File: src/design/tts_pkg.sv
`timescale 1ns / 1ps
// Shared types, constants and helper functions for the terminal text screen engine.
package tts_pkg;

   localparam int MAX_ROWS_DEF = 32;
   localparam int MAX_COLS_DEF = 32;

   localparam int CFG_W = 6;
   localparam int CALC_W = 10;
   localparam logic [CFG_W-1:0] ROWS_RESET = 6'd30;
   localparam logic [CFG_W-1:0] COLS_RESET = 6'd30;
   localparam logic REG_ROWS = 1'b0;
   localparam logic REG_COLS = 1'b1;

   localparam logic [7:0] BLANK = 8'h20;

   localparam logic [3:0] KIND_PRINT   = 4'd0;
   localparam logic [3:0] KIND_CLEAR   = 4'd1;
   localparam logic [3:0] KIND_BACK    = 4'd2;
   localparam logic [3:0] KIND_DOWN    = 4'd3;
   localparam logic [3:0] KIND_FWD     = 4'd4;
   localparam logic [3:0] KIND_POS     = 4'd5;
   localparam logic [3:0] KIND_UP      = 4'd6;
   localparam logic [3:0] KIND_DELETE  = 4'd7;
   localparam logic [3:0] KIND_ERASE   = 4'd8;
   localparam logic [3:0] KIND_HOME    = 4'd9;
   localparam logic [3:0] KIND_COL     = 4'd10;
   localparam logic [3:0] KIND_SAVE    = 4'd11;
   localparam logic [3:0] KIND_RESTORE = 4'd12;
   localparam logic [3:0] KIND_ROW     = 4'd13;
   localparam logic [3:0] KIND_READ    = 4'd14;
   localparam logic [3:0] KIND_NOP     = 4'd15;

   typedef struct packed {
      logic [3:0] kind;
      logic [7:0] char_code;
      logic [7:0] param_a;
      logic [7:0] param_b;
   } tts_req_type;

   typedef struct packed {
      logic [4:0] cursor_row;
      logic [4:0] cursor_col;
      logic [7:0] read_char;
   } tts_rsp_type;

   typedef struct packed {
      logic load;
      logic step;
   } walk_ctl_type;

   typedef enum logic [2:0] {
      ST_IDLE,
      ST_INIT,
      ST_CLEAR,
      ST_EXEC,
      ST_READ,
      ST_DEL_RD,
      ST_DEL_WR,
      ST_FILL
   } tts_state_type;

   function automatic logic [CALC_W-1:0] lim_val(input logic [CFG_W-1:0] cfg,
                                                 input logic [CALC_W-1:0] max_val);
      logic [CALC_W-1:0] wide;
      wide = CALC_W'(cfg);
      if (wide == '0) begin
         return CALC_W'(1);
      end else if (wide > max_val) begin
         return max_val;
      end
      return wide;
   endfunction

   function automatic logic [CALC_W-1:0] sat_val(input logic [CALC_W-1:0] v,
                                                 input logic [CALC_W-1:0] n);
      return (v < n) ? v : n - CALC_W'(1);
   endfunction

endpackage

File: src/design/tts_walk.sv
`timescale 1ns / 1ps
// Shared index walker: one counter with an offset adder and a limit compare.
module tts_walk #(
   parameter int WW = 11
) (
   input  logic                  clock,
   input  logic                  reset,
   input  tts_pkg::walk_ctl_type ctl,
   input  logic [WW-1:0]         start_idx,
   input  logic [WW-1:0]         offset,
   input  logic [WW-1:0]         limit,
   output logic [WW-1:0]         idx,
   output logic [WW-1:0]         sum,
   output logic                  more
);

   logic [WW-1:0] idx_ff;
   logic [WW-1:0] idx_in;

   always_comb begin
      idx_in = idx_ff;
      if (ctl.load) begin
         idx_in = start_idx;
      end else if (ctl.step) begin
         idx_in = idx_ff + WW'(1);
      end
   end

   always_ff @(posedge clock) begin
      if (reset) begin
         idx_ff <= '0;
      end else begin
         idx_ff <= idx_in;
      end
   end

   assign idx  = idx_ff;
   assign sum  = idx_ff + offset;
   assign more = (sum < limit);

endmodule

File: config.mk
export PLATFORM = sky130hd
export DESIGN_NAME = tts_walk
export DESIGN_NICKNAME = d
export VERILOG_FILES = /design/src/design/tts_pkg.sv /design/src/design/tts_walk.sv
export SDC_FILE = /design/constraint.sdc
export NUM_CORES = 1
export LEC_CHECK = 0
export BUFFER_PORTS_ARGS = -buffer_cell sky130_fd_sc_hd__buf_2
export CAP_MARGIN = 10
export CORE_ASPECT_RATIO = 0.6
export CORE_MARGIN = 10
export CORE_UTILIZATION = 25
export DETAILED_ROUTE_END_ITERATION = 12
export PLACE_DENSITY = 0.48
export SLEW_MARGIN = 25
export SYNTH_ARGS = -nofsm -noshare
export SYNTH_HDL_FRONTEND = slang
export SYNTH_SLANG_ARGS = --single-unit
export TNS_END_PERCENT = 30
File: constraint.sdc
create_clock -name clock -period 3.1 [get_ports clock]
set_clock_uncertainty 0.15 [all_clocks]
set_input_delay 0.465 -clock clock [delete_from_list [all_inputs] [get_ports clock]]
set_output_delay 0.465 -clock clock [all_outputs]
set_load 0.05 [all_outputs]
==> impl_metrics.ini, run 1 <==
[clock_network]
cts_tree = done
cts.sinks = 11
clock_path_buffers = 2
cts_root_buf = clkbuf_8
cts_buffers = 3
clkSlewWorstSetupHoldPaths_ps = 50
htreeDepth = 1
holdBufCountCts = 0
clkLatencyLatePin_ps = 230

[logic_synthesis]
synth_edf_count = 0
synth_cells = 158
netlist_top_cells_count = ha_1 (21), inv_1 (16), nor2_1 (15)
yosysWarnings = 0
postSynthAreaPerCell_um2 = 8.08
synthDistinctLibCells = 35
ys.flop_type = dfxtp_1
yosys.area.top_type = ha_1
ys_ff_latch = 11
ys_top_cells_by_area = ha_1 (21%), dfxtp_1 (17%), xnor2_1 (9.6%)
async_flop_share_pct = 0
synth_nets = 217
synth_top_area_share_pct = 20.6
synth-seq-area-share_pct = 17.3
yosysMostFrequentCell = ha_1
syn_area_um2 = 1280

[drt]
dr_total_vias = 1387
wl_um = 4110
drt_pre_antenna_iters = 4
drt_iter0_drc = 48
vias_per_cell = 4.43
avgRoutedWirePerCell_um = 13.1
antenna_left = 0
drc = 0

[placement]
dpl_cell_area_um2 = 2090
gp_congestion = 0.805
dpl.hpwl_um = 3510
port_buffers = 59

[worst_setup_path]
end_kind = output pin
worstReg2RegEnd = idx[8]$_SDFFE_PP0P_
reg2reg_depth = 7
cp_data_arrival_time_ps = 3000
worstPathRequired_ps = 2480
startpoint = idx[0]$_SDFFE_PP0P_
timing.rr.start = idx[0]$_SDFFE_PP0P_
critPathCapture = more
criticalPathCategory = flip-flop to output pin
startpoint_type = flip-flop
critPathMaxFanout = 2
reg2reg_slack_ps = 1430

[layout]
diodes = 0
drive_gt1_share_pct = 54.7
stdcell_area_um2 = 2240
largest_register_ffs = 11
finalNetCount = 307
syn_to_final_growth_pct = 75.6

[sta]
fmax_mhz = 277
max_slew.worst_pin.slew_ps = 405
setup_viol = 1
fin_ws_ps = -516
tns_ps = -516
maxSlewViolCount = 0
finalHoldViolations = 0
relSlewSlack_pct = 72.9
fin_crit_ps = 3620
rsz0062_at_grt = true
fin_crit_sh_pct = 117

[global_route]
gr-total-overflow = 0
grt_pass1_wl_um = 6800
grt_usage_pct = 9.54
grt_pass1_vias = 1409
antenna_found_initial = 0
grt_max_degree = 19

[floorplan]
rows = 20
start_util_pct = 25.5
die-area_um2 = 8460
coreArea_um2 = 5000
io_pins = 60
die_h_um = 75.3
die_w_um = 112

[status]
outcome = complete, but fails checks
violations = negative setup slack

[power]
p_per_area_nw_per_um2 = 387
vdd_drop_max_uv = 191
cellLeakagePower_nw = 1.12

[min_path]
hp-class = input pin to flip-flop

[job]
drv_cap = 0
==> power breakdown <==
group	switching, mW	total [mW]	internal (mW)
sequential	0.00713	0.156	0.149
clock	0.0530	0.143	0.0902
combinational	0.326	0.568	0.242
==> placed cells by master, fill, tap and decap left out, types with 4 or more instances in the layout <==
master | Yosys | routed
ha_4 | 0 | 6
mux2i_1 | 5 | 5
nor2_1 | 15 | 14
nand2_1 | 4 | 4
a21oi_1 | 11 | 8
dfxtp_4 | 0 | 6
inv_1 | 16 | 15
a21o_1 | 4 | 4
ha_1 | 21 | 15
xnor2_1 | 14 | 8
buf_4 | 0 | 32
xor2_1 | 6 | 5
nand4_1 | 7 | 7
buf_2 | 0 | 58
nand3_1 | 4 | 4
xnor2_4 | 0 | 5
==> cell families (layout without fill, tap and decap cells) <==
group | count (synthesis) | in the layout | synth area share (%)
xor+xnor | 20 | 20 | 13.7
simple gates | 44 | 44 | 18.1
compound gates | 33 | 33 | 18.0
buf+inv | 23 | 112 | 6.77
flops | 11 | 11 | 17.3
fa+ha+maj | 22 | 22 | 22.2
mux | 5 | 5 | 3.92
==> per-layer routing <==
| layer | track usage [%] | wire [um] | vias to the layer above |
|---|---|---|---|
| li1 | - | - | 733 |
| met1 | 13.0 | 2070 | 613 |
| met2 | 14.2 | 1690 | 39 |
| met3 | 4.09 | 335 | 2 |
| met4 | 0.420 | 6 | 0 |
| met5 | 0 | 0 | - |
==> layout make-up <==
class,instances,area (um^2)
clock buffer,4,45.0
tap,66,82.6
inverter,16,60.1
timing repair buffer,92,553
multi-input combinational,124,1250
fill,515,2760
sequential,11,245
==> critical path, cell delays in order (launching register included) <==
cell       delay (ps)
dfxtp_4           350
ha_4              140
inv_2              40
fa_2              380
nor2b_4           140
o2111ai_2         170
and3_4            210
xnor2_4           160
ha_4              230
a21oi_2           140
o21ai_2            90
a21oi_4           150
o31ai_4           110
a221oi_4          270
buf_6             200
==> through the flow <==
stage	hold slack (ps)	cells	worst slack, ps	util, %	power, mW
floorplan	379	158	-656	-	0.524
global placement	491	308	-668	41.7	0.685
detailed placement	496	308	-657	41.7	0.685
CTS	311	313	-526	43.7	0.861
global route	332	313	-675	44.8	0.932
finish	312	313	-516	44.8	0.868
==> how the worst min path moves through the flow <==
stage | slack, ps | end | cells after the start | startpoint
final | 310 | idx[9]$_SDFFE_PP0P_ | 3 | start_idx[9]
after global routing | 330 | idx[7]$_SDFFE_PP0P_ | 3 | start_idx[7]
after CTS | 310 | idx[9]$_SDFFE_PP0P_ | 3 | start_idx[9]
after detailed placement | 500 | idx[10]$_SDFFE_PP0P_ | 3 | idx[10]$_SDFFE_PP0P_
after global placement | 490 | idx[10]$_SDFFE_PP0P_ | 3 | idx[10]$_SDFFE_PP0P_
after floorplan | 380 | idx[6]$_SDFFE_PP0P_ | 1 | reset
==> repair_timing <==
item                                   in CTS  in global routing
buffers inserted                            1                  0
gates cloned                                0                  0
setup endpoints to repair                   1                  2
endpoints found under the hold margin       0                  0
resized for setup                          12                  7
pin swaps                                  15                 10
(Power assumes the default switching activity.)
==> inputs of run 2 (changes only) <==
- CORE_MARGIN: 10 -> 2
==> impl_metrics.ini, run 2 (same netlist as run 1, synthesis figures left out) <==
[worst_setup_path]
criticalPathCategory = input pin to output pin
crit_slowest_cell = a2111oi_4
cp_cell_sequence = buf_2, ha_1, a21o_1, a2111oi_4, o21bai_1, a21oi_2, xnor2_4, ha_1, a21o_1, a221oi_4, buf_6
cpPeakStageDelay_ps = 450
worstReg2RegEnd = idx[8]$_SDFFE_PP0P_
cp_data_arrival_time_ps = 2970
critPathMaxFanout = 3
cp_top_family = compound AO/OA/AOI/OAI gates
worstPathRequired_ps = 2480
timing.rr.start = idx[0]$_SDFFE_PP0P_
end_kind = output pin
cp_num_buf_inv = 2
reg2reg_slack_ps = 1440
startpoint_type = input pin
cp.depth = 11
reg2reg_depth = 7

[power]
p_per_area_nw_per_um2 = 387
cellLeakagePower_nw = 1.12
total_power_mw = 0.861
vdd_drop_max_uv = 179

[global_route]
grt_pass1_wl_um = 6220
antenna_found_initial = 0
grt_usage_pct = 14.2
grt_max_degree = 19
grt_pass1_vias = 1307
gr-total-overflow = 0

[layout]
layout_common_cells = buf_2 (57), buf_4 (34), ha_1 (16)
diodes = 0
final_common_cell = buf_2
drive_gt1_share_pct = 54.3
finalNetCount = 307
syn_to_final_growth_pct = 74.5
stdcell_area_um2 = 2230
largest_register_ffs = 11

[clock_network]
cts_buffers = 3
cts_root_buf = clkbuf_8
clock_path_buffers = 2
htreeDepth = 1
clkLatencyLatePin_ps = 230
cts.sinks = 11
holdBufCountCts = 0
clkSlewWorstSetupHoldPaths_ps = 50
cts_tree = done

[drt]
vias_per_cell = 4.42
avgRoutedWirePerCell_um = 11.9
drt_iter0_drc = 65
drt_pre_antenna_iters = 4
wl_um = 3740
antenna_left = 0
dr_total_vias = 1382
drc = 0

[floorplan]
coreArea_um2 = 4980
io_pins = 60
start_util_pct = 25.6
die-area_um2 = 5710
die_w_um = 96.2
die_h_um = 59.3
rows = 20

[min_path]
hp-class = input pin to flip-flop
whs_endpoint = idx[9]$_SDFFE_PP0P_
min_from = start_idx[9]
min_path_cells = 3

[placement]
dpl.hpwl_um = 3150
dpl_worst_slack_ps = -669
port_buffers = 59
dpl_cell_area_um2 = 2080
gp_congestion = 0.761

[sta]
fin_crit_ps = 3580
fin_ws_ps = -480
max_slew.worst_pin.slew_ps = 384
fmax_mhz = 279
finalHoldViolations = 0
fin_crit_sh_pct = 115
tns_ps = -480
setup_viol = 1
maxSlewViolCount = 0
relSlewSlack_pct = 74.3
rsz0062_at_grt = true

[status]
outcome = complete, but fails checks
violations = negative setup slack

[job]
drv_cap = 0
run 2: cell counts in the layout (fill, tap and decap cells not counted):
No cell type changed its count.
run 2: what timing repair did:
action / 4_1_cts / 5_1_grt
cloned: 0 / 0
pin swaps: 14 / 7
endpoints found under the setup margin: 1 / 2
resized for setup: 15 / 4
buffers inserted: 1 / 1
run 2: report_power, final:
part / internal [mW] / switching [mW] / leakage, nW / total [mW]
Clock: 0.0901 / 0.0517 / 0.0228 / 0.142
Sequential: 0.149 / 0.00626 / 0.0955 / 0.155
Combinational: 0.240 / 0.324 / 0.999 / 0.564
run 2: worst register-to-register path: stages, from the launching register on:
cell,delay (ps)
dfxtp_4,340
buf_4,150
ha_1,220
and2_1,180
nand4_1,120
xor2_1,150
o21ai_0,80
nor2b_1,140
run 2: through the flow:
step	instances	hold WS (ps)	utilization [%]
2_1_floorplan	158	379	-
3_3_place_gp	307	491	41.8
3_5_place_dp	307	496	41.8
4_1_cts	312	309	44.2
5_1_grt	313	325	44.7
6_report	313	313	44.7
run 2: layout make-up:
cell class / count / area (um^2)
clock buffers: 4 / 45.0
fillers: 515 / 2750
inverters: 16 / 60.1
multi-input cells: 124 / 1240
flip-flops and latches: 11 / 245
well taps: 66 / 82.6
repair buffers: 92 / 552
run 2: how the worst max path moves through the flow:
stage | start | to
after floorplan | idx[0]$_SDFFE_PP0P_ | more
after global placement | offset[0] | more
after detailed placement | offset[3] | more
after CTS | idx[0]$_SDFFE_PP0P_ | more
after global routing | idx[0]$_SDFFE_PP0P_ | more
final | offset[1] | more
run 2: layer usage:
layer  vias up  track usage [%]  share of wire [%]
met1       609             22.6                 55
met5         -                0                  0
li1        733                -                  -
met2        40             20.4                 40
met4         0                0                  0
met3         0             3.05                5.8
