`src/design/tts_pkg.sv`:
```
`timescale 1ns / 1ps
// Shared types, constants and helper functions for the terminal text screen engine.
package tts_pkg;

   localparam int MAX_ROWS_DEF = 32;
   localparam int MAX_COLS_DEF = 32;

   localparam int CFG_W = 6;
   localparam int CALC_W = 10;
   localparam logic [CFG_W-1:0] ROWS_RESET = 6'd30;
   localparam logic [CFG_W-1:0] COLS_RESET = 6'd30;
   localparam logic REG_ROWS = 1'b0;
   localparam logic REG_COLS = 1'b1;

   localparam logic [7:0] BLANK = 8'h20;

   localparam logic [3:0] KIND_PRINT   = 4'd0;
   localparam logic [3:0] KIND_CLEAR   = 4'd1;
   localparam logic [3:0] KIND_BACK    = 4'd2;
   localparam logic [3:0] KIND_DOWN    = 4'd3;
   localparam logic [3:0] KIND_FWD     = 4'd4;
   localparam logic [3:0] KIND_POS     = 4'd5;
   localparam logic [3:0] KIND_UP      = 4'd6;
   localparam logic [3:0] KIND_DELETE  = 4'd7;
   localparam logic [3:0] KIND_ERASE   = 4'd8;
   localparam logic [3:0] KIND_HOME    = 4'd9;
   localparam logic [3:0] KIND_COL     = 4'd10;
   localparam logic [3:0] KIND_SAVE    = 4'd11;
   localparam logic [3:0] KIND_RESTORE = 4'd12;
   localparam logic [3:0] KIND_ROW     = 4'd13;
   localparam logic [3:0] KIND_READ    = 4'd14;
   localparam logic [3:0] KIND_NOP     = 4'd15;

   typedef struct packed {
      logic [3:0] kind;
      logic [7:0] char_code;
      logic [7:0] param_a;
      logic [7:0] param_b;
   } tts_req_type;

   typedef struct packed {
      logic [4:0] cursor_row;
      logic [4:0] cursor_col;
      logic [7:0] read_char;
   } tts_rsp_type;

   typedef struct packed {
      logic load;
      logic step;
   } walk_ctl_type;

   typedef enum logic [2:0] {
      ST_IDLE,
      ST_INIT,
      ST_CLEAR,
      ST_EXEC,
      ST_READ,
      ST_DEL_RD,
      ST_DEL_WR,
      ST_FILL
   } tts_state_type;

   function automatic logic [CALC_W-1:0] lim_val(input logic [CFG_W-1:0] cfg,
                                                 input logic [CALC_W-1:0] max_val);
      logic [CALC_W-1:0] wide;
      wide = CALC_W'(cfg);
      if (wide == '0) begin
         return CALC_W'(1);
      end else if (wide > max_val) begin
         return max_val;
      end
      return wide;
   endfunction

   function automatic logic [CALC_W-1:0] sat_val(input logic [CALC_W-1:0] v,
                                                 input logic [CALC_W-1:0] n);
      return (v < n) ? v : n - CALC_W'(1);
   endfunction

endpackage

```
`src/design/tts_ctrl.sv`:
```
`timescale 1ns / 1ps
// Command sequencer: cursor state, command decode and cell walks over the shared walker.
module tts_ctrl #(
   parameter int MAX_ROWS = tts_pkg::MAX_ROWS_DEF,
   parameter int MAX_COLS = tts_pkg::MAX_COLS_DEF,
   localparam int DEPTH = MAX_ROWS * MAX_COLS,
   localparam int AW = $clog2(DEPTH),
   localparam int WW = $clog2(DEPTH + 1),
   localparam int NRW = $clog2(MAX_ROWS + 1),
   localparam int NCW = $clog2(MAX_COLS + 1)
) (
   input  logic                  clock,
   input  logic                  reset,
   input  logic                  start,
   output logic                  busy,
   input  tts_pkg::tts_req_type  req_data,
   output logic                  rsp_valid,
   output tts_pkg::tts_rsp_type  rsp_data,
   input  logic [NRW-1:0]        nr,
   input  logic [NCW-1:0]        nc,
   output logic                  mem_we,
   output logic [AW-1:0]         mem_waddr,
   output logic [7:0]            mem_wdata,
   output logic [AW-1:0]         mem_raddr,
   input  logic [7:0]            mem_rdata,
   output tts_pkg::walk_ctl_type walk_ctl,
   output logic [WW-1:0]         walk_start,
   output logic [WW-1:0]         walk_off,
   output logic [WW-1:0]         walk_lim,
   input  logic [WW-1:0]         walk_idx,
   input  logic [WW-1:0]         walk_sum,
   input  logic                  walk_more
);

   localparam int RW = $clog2(MAX_ROWS);
   localparam int CW = $clog2(MAX_COLS);
   localparam int CALC_W = tts_pkg::CALC_W;

   tts_pkg::tts_state_type state_ff, state_in;
   tts_pkg::tts_req_type   cmd_ff, cmd_in;
   tts_pkg::tts_rsp_type   rsp_data_ff, rsp_data_in;
   logic                   rsp_valid_ff, rsp_valid_in;
   logic [RW-1:0]          cur_row_ff, cur_row_in, sav_row_ff, sav_row_in;
   logic [CW-1:0]          cur_col_ff, cur_col_in, sav_col_ff, sav_col_in;
   logic [WW-1:0]          off_ff, off_in, end_ff, end_in;

   logic [CALC_W-1:0] row_w, col_w, nr_w, nc_w, pa_w, pb_w, span_w, cnt_w;
   logic [AW-1:0]     base, read_addr;
   logic [7:0]        rd;
   logic              finish;

   always_comb begin
      row_w  = CALC_W'(cur_row_ff);
      col_w  = CALC_W'(cur_col_ff);
      nr_w   = CALC_W'(nr);
      nc_w   = CALC_W'(nc);
      pa_w   = CALC_W'(cmd_ff.param_a);
      pb_w   = CALC_W'(cmd_ff.param_b);
      span_w = nc_w - col_w;
      cnt_w  = (pa_w > span_w) ? span_w : pa_w;
      base   = AW'(cur_row_ff) * AW'(MAX_COLS);
      read_addr = AW'(tts_pkg::sat_val(pb_w, nr_w)) * AW'(MAX_COLS)
                + AW'(tts_pkg::sat_val(pa_w, nc_w));
   end

   always_comb begin
      state_in   = state_ff;
      cmd_in     = cmd_ff;
      cur_row_in = cur_row_ff;
      cur_col_in = cur_col_ff;
      sav_row_in = sav_row_ff;
      sav_col_in = sav_col_ff;
      off_in     = off_ff;
      end_in     = end_ff;
      mem_we     = 1'b0;
      mem_waddr  = base + AW'(walk_idx);
      mem_wdata  = tts_pkg::BLANK;
      mem_raddr  = base + AW'(walk_sum);
      walk_ctl   = '0;
      walk_start = '0;
      walk_off   = '0;
      walk_lim   = WW'(DEPTH);
      finish     = 1'b0;
      rd         = '0;
      case (state_ff)
         tts_pkg::ST_IDLE: begin
            if (start) begin
               cmd_in     = req_data;
               cur_row_in = RW'(tts_pkg::sat_val(row_w, nr_w));
               cur_col_in = CW'(tts_pkg::sat_val(col_w, nc_w));
               state_in   = tts_pkg::ST_EXEC;
            end
         end
         tts_pkg::ST_INIT, tts_pkg::ST_CLEAR: begin
            if (walk_more) begin
               mem_we        = 1'b1;
               mem_waddr     = AW'(walk_idx);
               walk_ctl.step = 1'b1;
            end else begin
               finish   = (state_ff == tts_pkg::ST_CLEAR);
               state_in = tts_pkg::ST_IDLE;
            end
         end
         tts_pkg::ST_EXEC: begin
            finish   = 1'b1;
            state_in = tts_pkg::ST_IDLE;
            case (cmd_ff.kind)
               tts_pkg::KIND_PRINT: begin
                  mem_we     = 1'b1;
                  mem_waddr  = base + AW'(cur_col_ff);
                  mem_wdata  = cmd_ff.char_code;
                  cur_col_in = CW'(tts_pkg::sat_val(col_w + CALC_W'(1), nc_w));
               end
               tts_pkg::KIND_CLEAR: begin
                  finish        = 1'b0;
                  walk_ctl.load = 1'b1;
                  cur_row_in    = '0;
                  cur_col_in    = '0;
                  state_in      = tts_pkg::ST_CLEAR;
               end
               tts_pkg::KIND_BACK: begin
                  if (cur_col_ff != '0) begin
                     cur_col_in = cur_col_ff - CW'(1);
                  end
               end
               tts_pkg::KIND_DOWN: begin
                  cur_row_in = RW'(tts_pkg::sat_val(row_w + CALC_W'(1), nr_w));
                  cur_col_in = '0;
               end
               tts_pkg::KIND_FWD: begin
                  cur_col_in = CW'(tts_pkg::sat_val(col_w + CALC_W'(1), nc_w));
               end
               tts_pkg::KIND_POS: begin
                  cur_col_in = CW'(tts_pkg::sat_val(pa_w, nc_w));
                  cur_row_in = RW'(tts_pkg::sat_val(pb_w, nr_w));
               end
               tts_pkg::KIND_UP: begin
                  cur_row_in = (pa_w >= row_w) ? '0 : RW'(row_w - pa_w);
               end
               tts_pkg::KIND_DELETE: begin
                  finish        = 1'b0;
                  walk_ctl.load = 1'b1;
                  walk_start    = WW'(cur_col_ff);
                  off_in        = WW'(cnt_w);
                  end_in        = WW'(nc);
                  state_in      = tts_pkg::ST_DEL_RD;
               end
               tts_pkg::KIND_ERASE: begin
                  finish        = 1'b0;
                  walk_ctl.load = 1'b1;
                  walk_start    = WW'(cur_col_ff);
                  end_in        = WW'(col_w + cnt_w);
                  state_in      = tts_pkg::ST_FILL;
               end
               tts_pkg::KIND_HOME: begin
                  cur_row_in = '0;
                  cur_col_in = '0;
               end
               tts_pkg::KIND_COL: begin
                  cur_col_in = CW'(tts_pkg::sat_val(pa_w, nc_w));
               end
               tts_pkg::KIND_SAVE: begin
                  sav_row_in = cur_row_ff;
                  sav_col_in = cur_col_ff;
               end
               tts_pkg::KIND_RESTORE: begin
                  cur_row_in = RW'(tts_pkg::sat_val(CALC_W'(sav_row_ff), nr_w));
                  cur_col_in = CW'(tts_pkg::sat_val(CALC_W'(sav_col_ff), nc_w));
               end
               tts_pkg::KIND_ROW: begin
                  cur_row_in = RW'(tts_pkg::sat_val(pa_w, nr_w));
               end
               tts_pkg::KIND_READ: begin
                  finish    = 1'b0;
                  mem_raddr = read_addr;
                  state_in  = tts_pkg::ST_READ;
               end
               default: begin
               end
            endcase
         end
         tts_pkg::ST_READ: begin
            finish   = 1'b1;
            rd       = mem_rdata;
            state_in = tts_pkg::ST_IDLE;
         end
         tts_pkg::ST_DEL_RD: begin
            walk_off = off_ff;
            walk_lim = WW'(nc);
            if (walk_more) begin
               state_in = tts_pkg::ST_DEL_WR;
            end else begin
               state_in = tts_pkg::ST_FILL;
            end
         end
         tts_pkg::ST_DEL_WR: begin
            mem_we        = 1'b1;
            mem_wdata     = mem_rdata;
            walk_ctl.step = 1'b1;
            state_in      = tts_pkg::ST_DEL_RD;
         end
         tts_pkg::ST_FILL: begin
            walk_lim = end_ff;
            if (walk_more) begin
               mem_we        = 1'b1;
               walk_ctl.step = 1'b1;
            end else begin
               finish   = 1'b1;
               state_in = tts_pkg::ST_IDLE;
            end
         end
         default: begin
            state_in = tts_pkg::ST_IDLE;
         end
      endcase
      rsp_valid_in           = finish;
      rsp_data_in.cursor_row = 5'(cur_row_in);
      rsp_data_in.cursor_col = 5'(cur_col_in);
      rsp_data_in.read_char  = rd;
   end

   always_ff @(posedge clock) begin
      if (reset) begin
         state_ff     <= tts_pkg::ST_INIT;
         cur_row_ff   <= '0;
         cur_col_ff   <= '0;
         sav_row_ff   <= '0;
         sav_col_ff   <= '0;
         rsp_valid_ff <= 1'b0;
      end else begin
         state_ff     <= state_in;
         cur_row_ff   <= cur_row_in;
         cur_col_ff   <= cur_col_in;
         sav_row_ff   <= sav_row_in;
         sav_col_ff   <= sav_col_in;
         rsp_valid_ff <= rsp_valid_in;
      end
   end

   always_ff @(posedge clock) begin
      cmd_ff      <= cmd_in;
      off_ff      <= off_in;
      end_ff      <= end_in;
      rsp_data_ff <= rsp_data_in;
   end

   assign busy      = (state_ff != tts_pkg::ST_IDLE);
   assign rsp_valid = rsp_valid_ff;
   assign rsp_data  = rsp_data_ff;

endmodule

```
`config.mk`:
```
export PLATFORM = sky130hd
export DESIGN_NAME = tts_ctrl
export DESIGN_NICKNAME = d
export VERILOG_FILES = /design/src/design/tts_pkg.sv /design/src/design/tts_ctrl.sv
export SDC_FILE = /design/constraint.sdc
export NUM_CORES = 1
export LEC_CHECK = 0
export ABC_AREA = 1
export BUFFER_PORTS_ARGS = -buffer_cell sky130_fd_sc_hd__buf_2
export CELL_PAD_IN_SITES_DETAIL_PLACEMENT = 2
export CELL_PAD_IN_SITES_GLOBAL_PLACEMENT = 2
export CORE_AREA = 2 2 129 193
export CTS_CLUSTER_DIAMETER = 60
export CTS_CLUSTER_SIZE = 28
export DETAILED_ROUTE_END_ITERATION = 12
export DIE_AREA = 0 0 131 195
export PLACE_DENSITY_LB_ADDON = 0.1
export SETUP_SLACK_MARGIN = 0.2
export SLEW_MARGIN = 20
export SYNTH_ARGS = -nofsm -noshare
export SYNTH_HDL_FRONTEND = slang
export SYNTH_SLANG_ARGS = --single-unit
```
`constraint.sdc`:
```
create_clock -name clock -period 6.28 [get_ports clock]
set_clock_uncertainty 0.15 [all_clocks]
set_input_delay 0.628 -clock clock [delete_from_list [all_inputs] [get_ports clock]]
set_output_delay 0.628 -clock clock [all_outputs]
set_load 0.02 [all_outputs]
```
==> summary.txt <==
Timing
  – Hold Worst Slack: 0.286 ns
  – Slew Viols, Final: 0
  – Number of hold violations in the final report: 0
  – Crit path setup slack, layout: 1.03 ns
  – Final clock period utilization by the worst path: 83.6%
  – Transition time at the pin with the least slew margin: 1.05 ns
  – Minimum clock period: 5.25 ns
  – Worst slew margin relative to its limit: 29.5%
  – RSZ-0062 raised after global routing: no
  – Count of endpoints failing setup in the final report: 0
  – Highest clock rate: 191 MHz
  – Final sum of negative setup slack: 0 ns

Floorplan
  – Starting density of the core: 32.6%
  – Core region area: 23700 sq um
  – Die Y: 195 microns
  – Num rows: 69
  – Area of the die: 25500 sq um
  – Total I/O pin count: 158
  – Die X-Extent: 131 microns

Job
  – Maxcap violations: 0

Logic synthesis
  – Sequential element share of the synthesized area: 29.5%
  – Primary flip-flop cell chosen by synthesis mapping: sky130_fd_sc_hd__edfxtp_1
  – Share of Yosys cell area claimed by the top area cell type: 18.6%
  – Netlist cell types: 51
  – Proportion of synthesized flip-flops having asynchronous set or reset: 0%
  – Yosys Warn Count: 0
  – Cell type with the largest total area after synthesis: sky130_fd_sc_hd__edfxtp_1
  – Post-synth design cell area: 7750 sq um
  – Cell count after synthesis: 1107
  – Average footprint of a synthesized cell: 7.00 sq um
  – Cell types with the largest area share after synthesis: sky130_fd_sc_hd__edfxtp_1 19%, sky130_fd_sc_hd__nand2_1 14%, sky130_fd_sc_hd__ha_1 13%, sky130_fd_sc_hd__dfxtp_1 11%, sky130_fd_sc_hd__inv_1 7.0%
  – EDFF count, synth: 48
  – Number of register bits inferred by synthesis: 90

Finish
  – Nets: 1417
  – Filler-free cell count of the finished design: 1579
  – Synthesis-to-finish area growth: 17.6%
  – Diode count: 0
  – Fraction of layout instances using a drive strength above 1: 18.1%

Clocking
  – Count of clock tree sinks: 90
  – Number of setup buffers added after CTS: 0
  – Post-cts hold buffer count: 0
  – CTS Buf Count: 9
  – Library cell used as clock root buffer: sky130_fd_sc_hd__clkbuf_16
  – Latest clock arrival within the worst-skew pair: 0.36 ns
  – Clock-pin transition on the worst setup and hold timing paths: 0.08 ns
  – H-tree lvl count: 3
  – Deepest clock path buffer count: 2
  – Resized cells post-CTS: 0
  – TritonCTS clock tree: yes

Global routing
  – Largest net degree at the start of global routing: 21
  – Combined global-route utilization of all metal layers: 24.8%
  – Number of global-route vias before repair: 8649
  – Initial antenna violation count: 0
  – Global-route wire length before repair: 47.7 mm
  – Global route overflow: 0
  – Global-route layer with the greatest usage: met2
  – Met2 Resource Use GR: 48.8%
  – Met1 layer usage reported by global route: 26.6%
  – M3 GR Usage: 2.66%

Critical path
  – Number of logic stages on the critical path including buffering: 26
  – Startpoint of the worst register-to-register path: cur_col_ff[4]
  – Req. time, crit path: 6.23 ns
  – Critical path data arrival time: 5.20 ns
  – Cell family with most CP delay: simple AND/OR/NAND/NOR gates
  – Kind of start point of the critical path: register
  – Worst path max stage delay: 0.55 ns
  – Critical Path Start: cur_col_ff[4]
  – Setup crit end kind: register
  – Worst Path Buf+Inv: 3
  – Number of cells traversed by the worst register-to-register path: 26
  – Max FO, Critical Path: 14
  – Slowest library cell on the worst path: sky130_fd_sc_hd__o21ai_0
  – Most prevalent standard cell on the critical path: sky130_fd_sc_hd__nand2_1
  – Setup CP Type: register to register

Power
  – Power density of the placed cells: 288 nW/um^2
  – Worst-case vdd ir drop: 0.130 mV
  – Leakage: 0.00472 uW

Placement
  – Routability cong.: 0.863
  – Input/output buffers: 148
  – Final HPWL from detailed placement: 25.1 mm
  – Worst setup slack after placement: 0.937 ns
  – Total instance count after detailed placement: 1563

Drt
  – Length of the first detailed-routing pass in iterations: 4
  – DRC violations left: 0
  – Via count: 8056
  – Average vias per placed instance: 5.10
  – Wire length after detailed routing: 30.5 mm
  – Wirelength per Cell: 19.3 microns
  – DRT antenna net count: 0
  – Number of design-rule violations left by the first detailed-router iteration: 244

Hold path
  – Worst hold stages: 1
  – Hold path startpoint: req_data[24]
  – Hold Path Class: input port to register

Status
  – Result of the run: finished clean
## flip-flops by register name (all words and copies together) (netlist names)
register / count
state_ff: 3
rsp_valid: 1
cur_col_ff: 5
off_ff: 9
end_ff: 11
rsp_data: 18
cur_row_ff: 5
cmd_ff: 28
sav_col_ff: 5
sav_row_ff: 5
## cells in the final DEF (no fill, tap or decap), drive strengths merged, types with 2 or more instances in the layout
| cell | synthesis | layout |
|---|---|---|
| edfxtp | 48 | 48 |
| o21ai | 67 | 67 |
| a21boi | 4 | 4 |
| a31oi | 3 | 3 |
| nand3b | 4 | 4 |
| o211ai | 4 | 4 |
| a211oi | 3 | 3 |
| o22ai | 3 | 3 |
| o221ai | 5 | 5 |
| nor3 | 9 | 9 |
| nand3 | 104 | 104 |
| xor2 | 15 | 15 |
| ha | 82 | 82 |
| inv | 159 | 163 |
| dfxtp | 42 | 42 |
| conb | 1 | 10 |
| clkinv | 4 | 6 |
| a21oi | 68 | 68 |
| nand2 | 300 | 300 |
| and2 | 4 | 4 |
| o2111ai | 2 | 2 |
| nand4 | 14 | 14 |
| or2 | 2 | 2 |
| clkbuf | 11 | 9 |
| fa | 6 | 6 |
| xnor2 | 10 | 10 |
| buf | 14 | 153 |
| nor2 | 112 | 112 |
## logic make-up after synthesis
logic type                 synth area share [%]
xor gates and xnor gates                   2.83
and+or+nand+nor                            31.2
adders and majority gates                  14.8
AOI/OAI and AO/OA                          11.9
buffers and inverters                      9.72
DFF                                        29.5
other                                    0.0484
## report_power, final
part | internal (uW) | total [uW] | switching (uW)
clock | 277 | 555 | 278
sequential | 714 | 801 | 87.1
combinational | 397 | 1270 | 868
## per-stage QoR
step                power, uW  util, %  cell area [sq um]
floorplan                1650        -               7780
global placement         2040     37.2               8820
global route             2830     38.4               9110
finish                   2620     38.4               9110
detailed placement       2090     37.2               8820
CTS                      2660     38.4               9110
## synthesized netlist by cell type (6+ instances only)
master / number
sky130_fd_sc_hd__a21oi_1: 65
sky130_fd_sc_hd__buf_4: 9
sky130_fd_sc_hd__clkbuf_1: 11
sky130_fd_sc_hd__dfxtp_1: 42
sky130_fd_sc_hd__edfxtp_1: 48
sky130_fd_sc_hd__fa_1: 6
sky130_fd_sc_hd__ha_1: 82
sky130_fd_sc_hd__inv_1: 145
sky130_fd_sc_hd__inv_2: 14
sky130_fd_sc_hd__nand2_1: 285
sky130_fd_sc_hd__nand2_2: 14
sky130_fd_sc_hd__nand3_1: 100
sky130_fd_sc_hd__nand4_1: 14
sky130_fd_sc_hd__nor2_1: 103
sky130_fd_sc_hd__nor2_4: 6
sky130_fd_sc_hd__nor3_1: 7
sky130_fd_sc_hd__o21ai_0: 53
sky130_fd_sc_hd__o21ai_1: 11
sky130_fd_sc_hd__xnor2_1: 10
sky130_fd_sc_hd__xor2_1: 15
## cell type report
cell class | count | area [sq um]
fillers | 2916 | 14600
repair buffers | 153 | 778
multi-input cells | 838 | 4760
inverters | 163 | 613
well taps | 319 | 399
clock buffers | 9 | 225
flip-flops and latches | 90 | 2280
clock inverters | 7 | 58.8
## final timing paths
check | endpoint | slack, ns
worst max-delay path | end_ff[5] | 1.03
worst min-delay path | cmd_ff[24] | 0.29
worst max register to register | end_ff[5] | 1.03
worst min register to register | sav_row_ff[0] | 0.41
## layer usage
layer / part of all wire [%] / wire length (microns) / vias to the layer above
li1: - / - / 3917
met1: 38 / 11600 / 3985
met2: 57 / 17400 / 114
met3: 2.3 / 717 / 40
met4: 2.6 / 790 / 0
met5: 0 / 0 / -
## worst register-to-register path, stage by stage (launching register included)
cell and delay, ns:
sky130_fd_sc_hd__dfxtp_1 0.49, sky130_fd_sc_hd__clkinv_1 0.42, sky130_fd_sc_hd__ha_1 0.55, sky130_fd_sc_hd__nand2_1 0.12, sky130_fd_sc_hd__o21ai_0 0.16, sky130_fd_sc_hd__o21ai_0 0.09
sky130_fd_sc_hd__nand2_1 0.13, sky130_fd_sc_hd__inv_1 0.06, sky130_fd_sc_hd__ha_1 0.30, sky130_fd_sc_hd__nand2_1 0.07, sky130_fd_sc_hd__inv_1 0.07, sky130_fd_sc_hd__nand3_1 0.09
sky130_fd_sc_hd__o211ai_1 0.17, sky130_fd_sc_hd__nand2_1 0.07, sky130_fd_sc_hd__nand2_1 0.10, sky130_fd_sc_hd__nand2_1 0.27, sky130_fd_sc_hd__o21ai_0 0.55, sky130_fd_sc_hd__ha_1 0.34
sky130_fd_sc_hd__nand3_1 0.07, sky130_fd_sc_hd__nand2_1 0.08, sky130_fd_sc_hd__nand2_1 0.09, sky130_fd_sc_hd__nand2_1 0.06, sky130_fd_sc_hd__nand2_1 0.06, sky130_fd_sc_hd__nand2_1 0.09
sky130_fd_sc_hd__nand3b_1 0.18, sky130_fd_sc_hd__nand3_1 0.09, sky130_fd_sc_hd__o21ai_0 0.08
(Power assumes the default switching activity.)
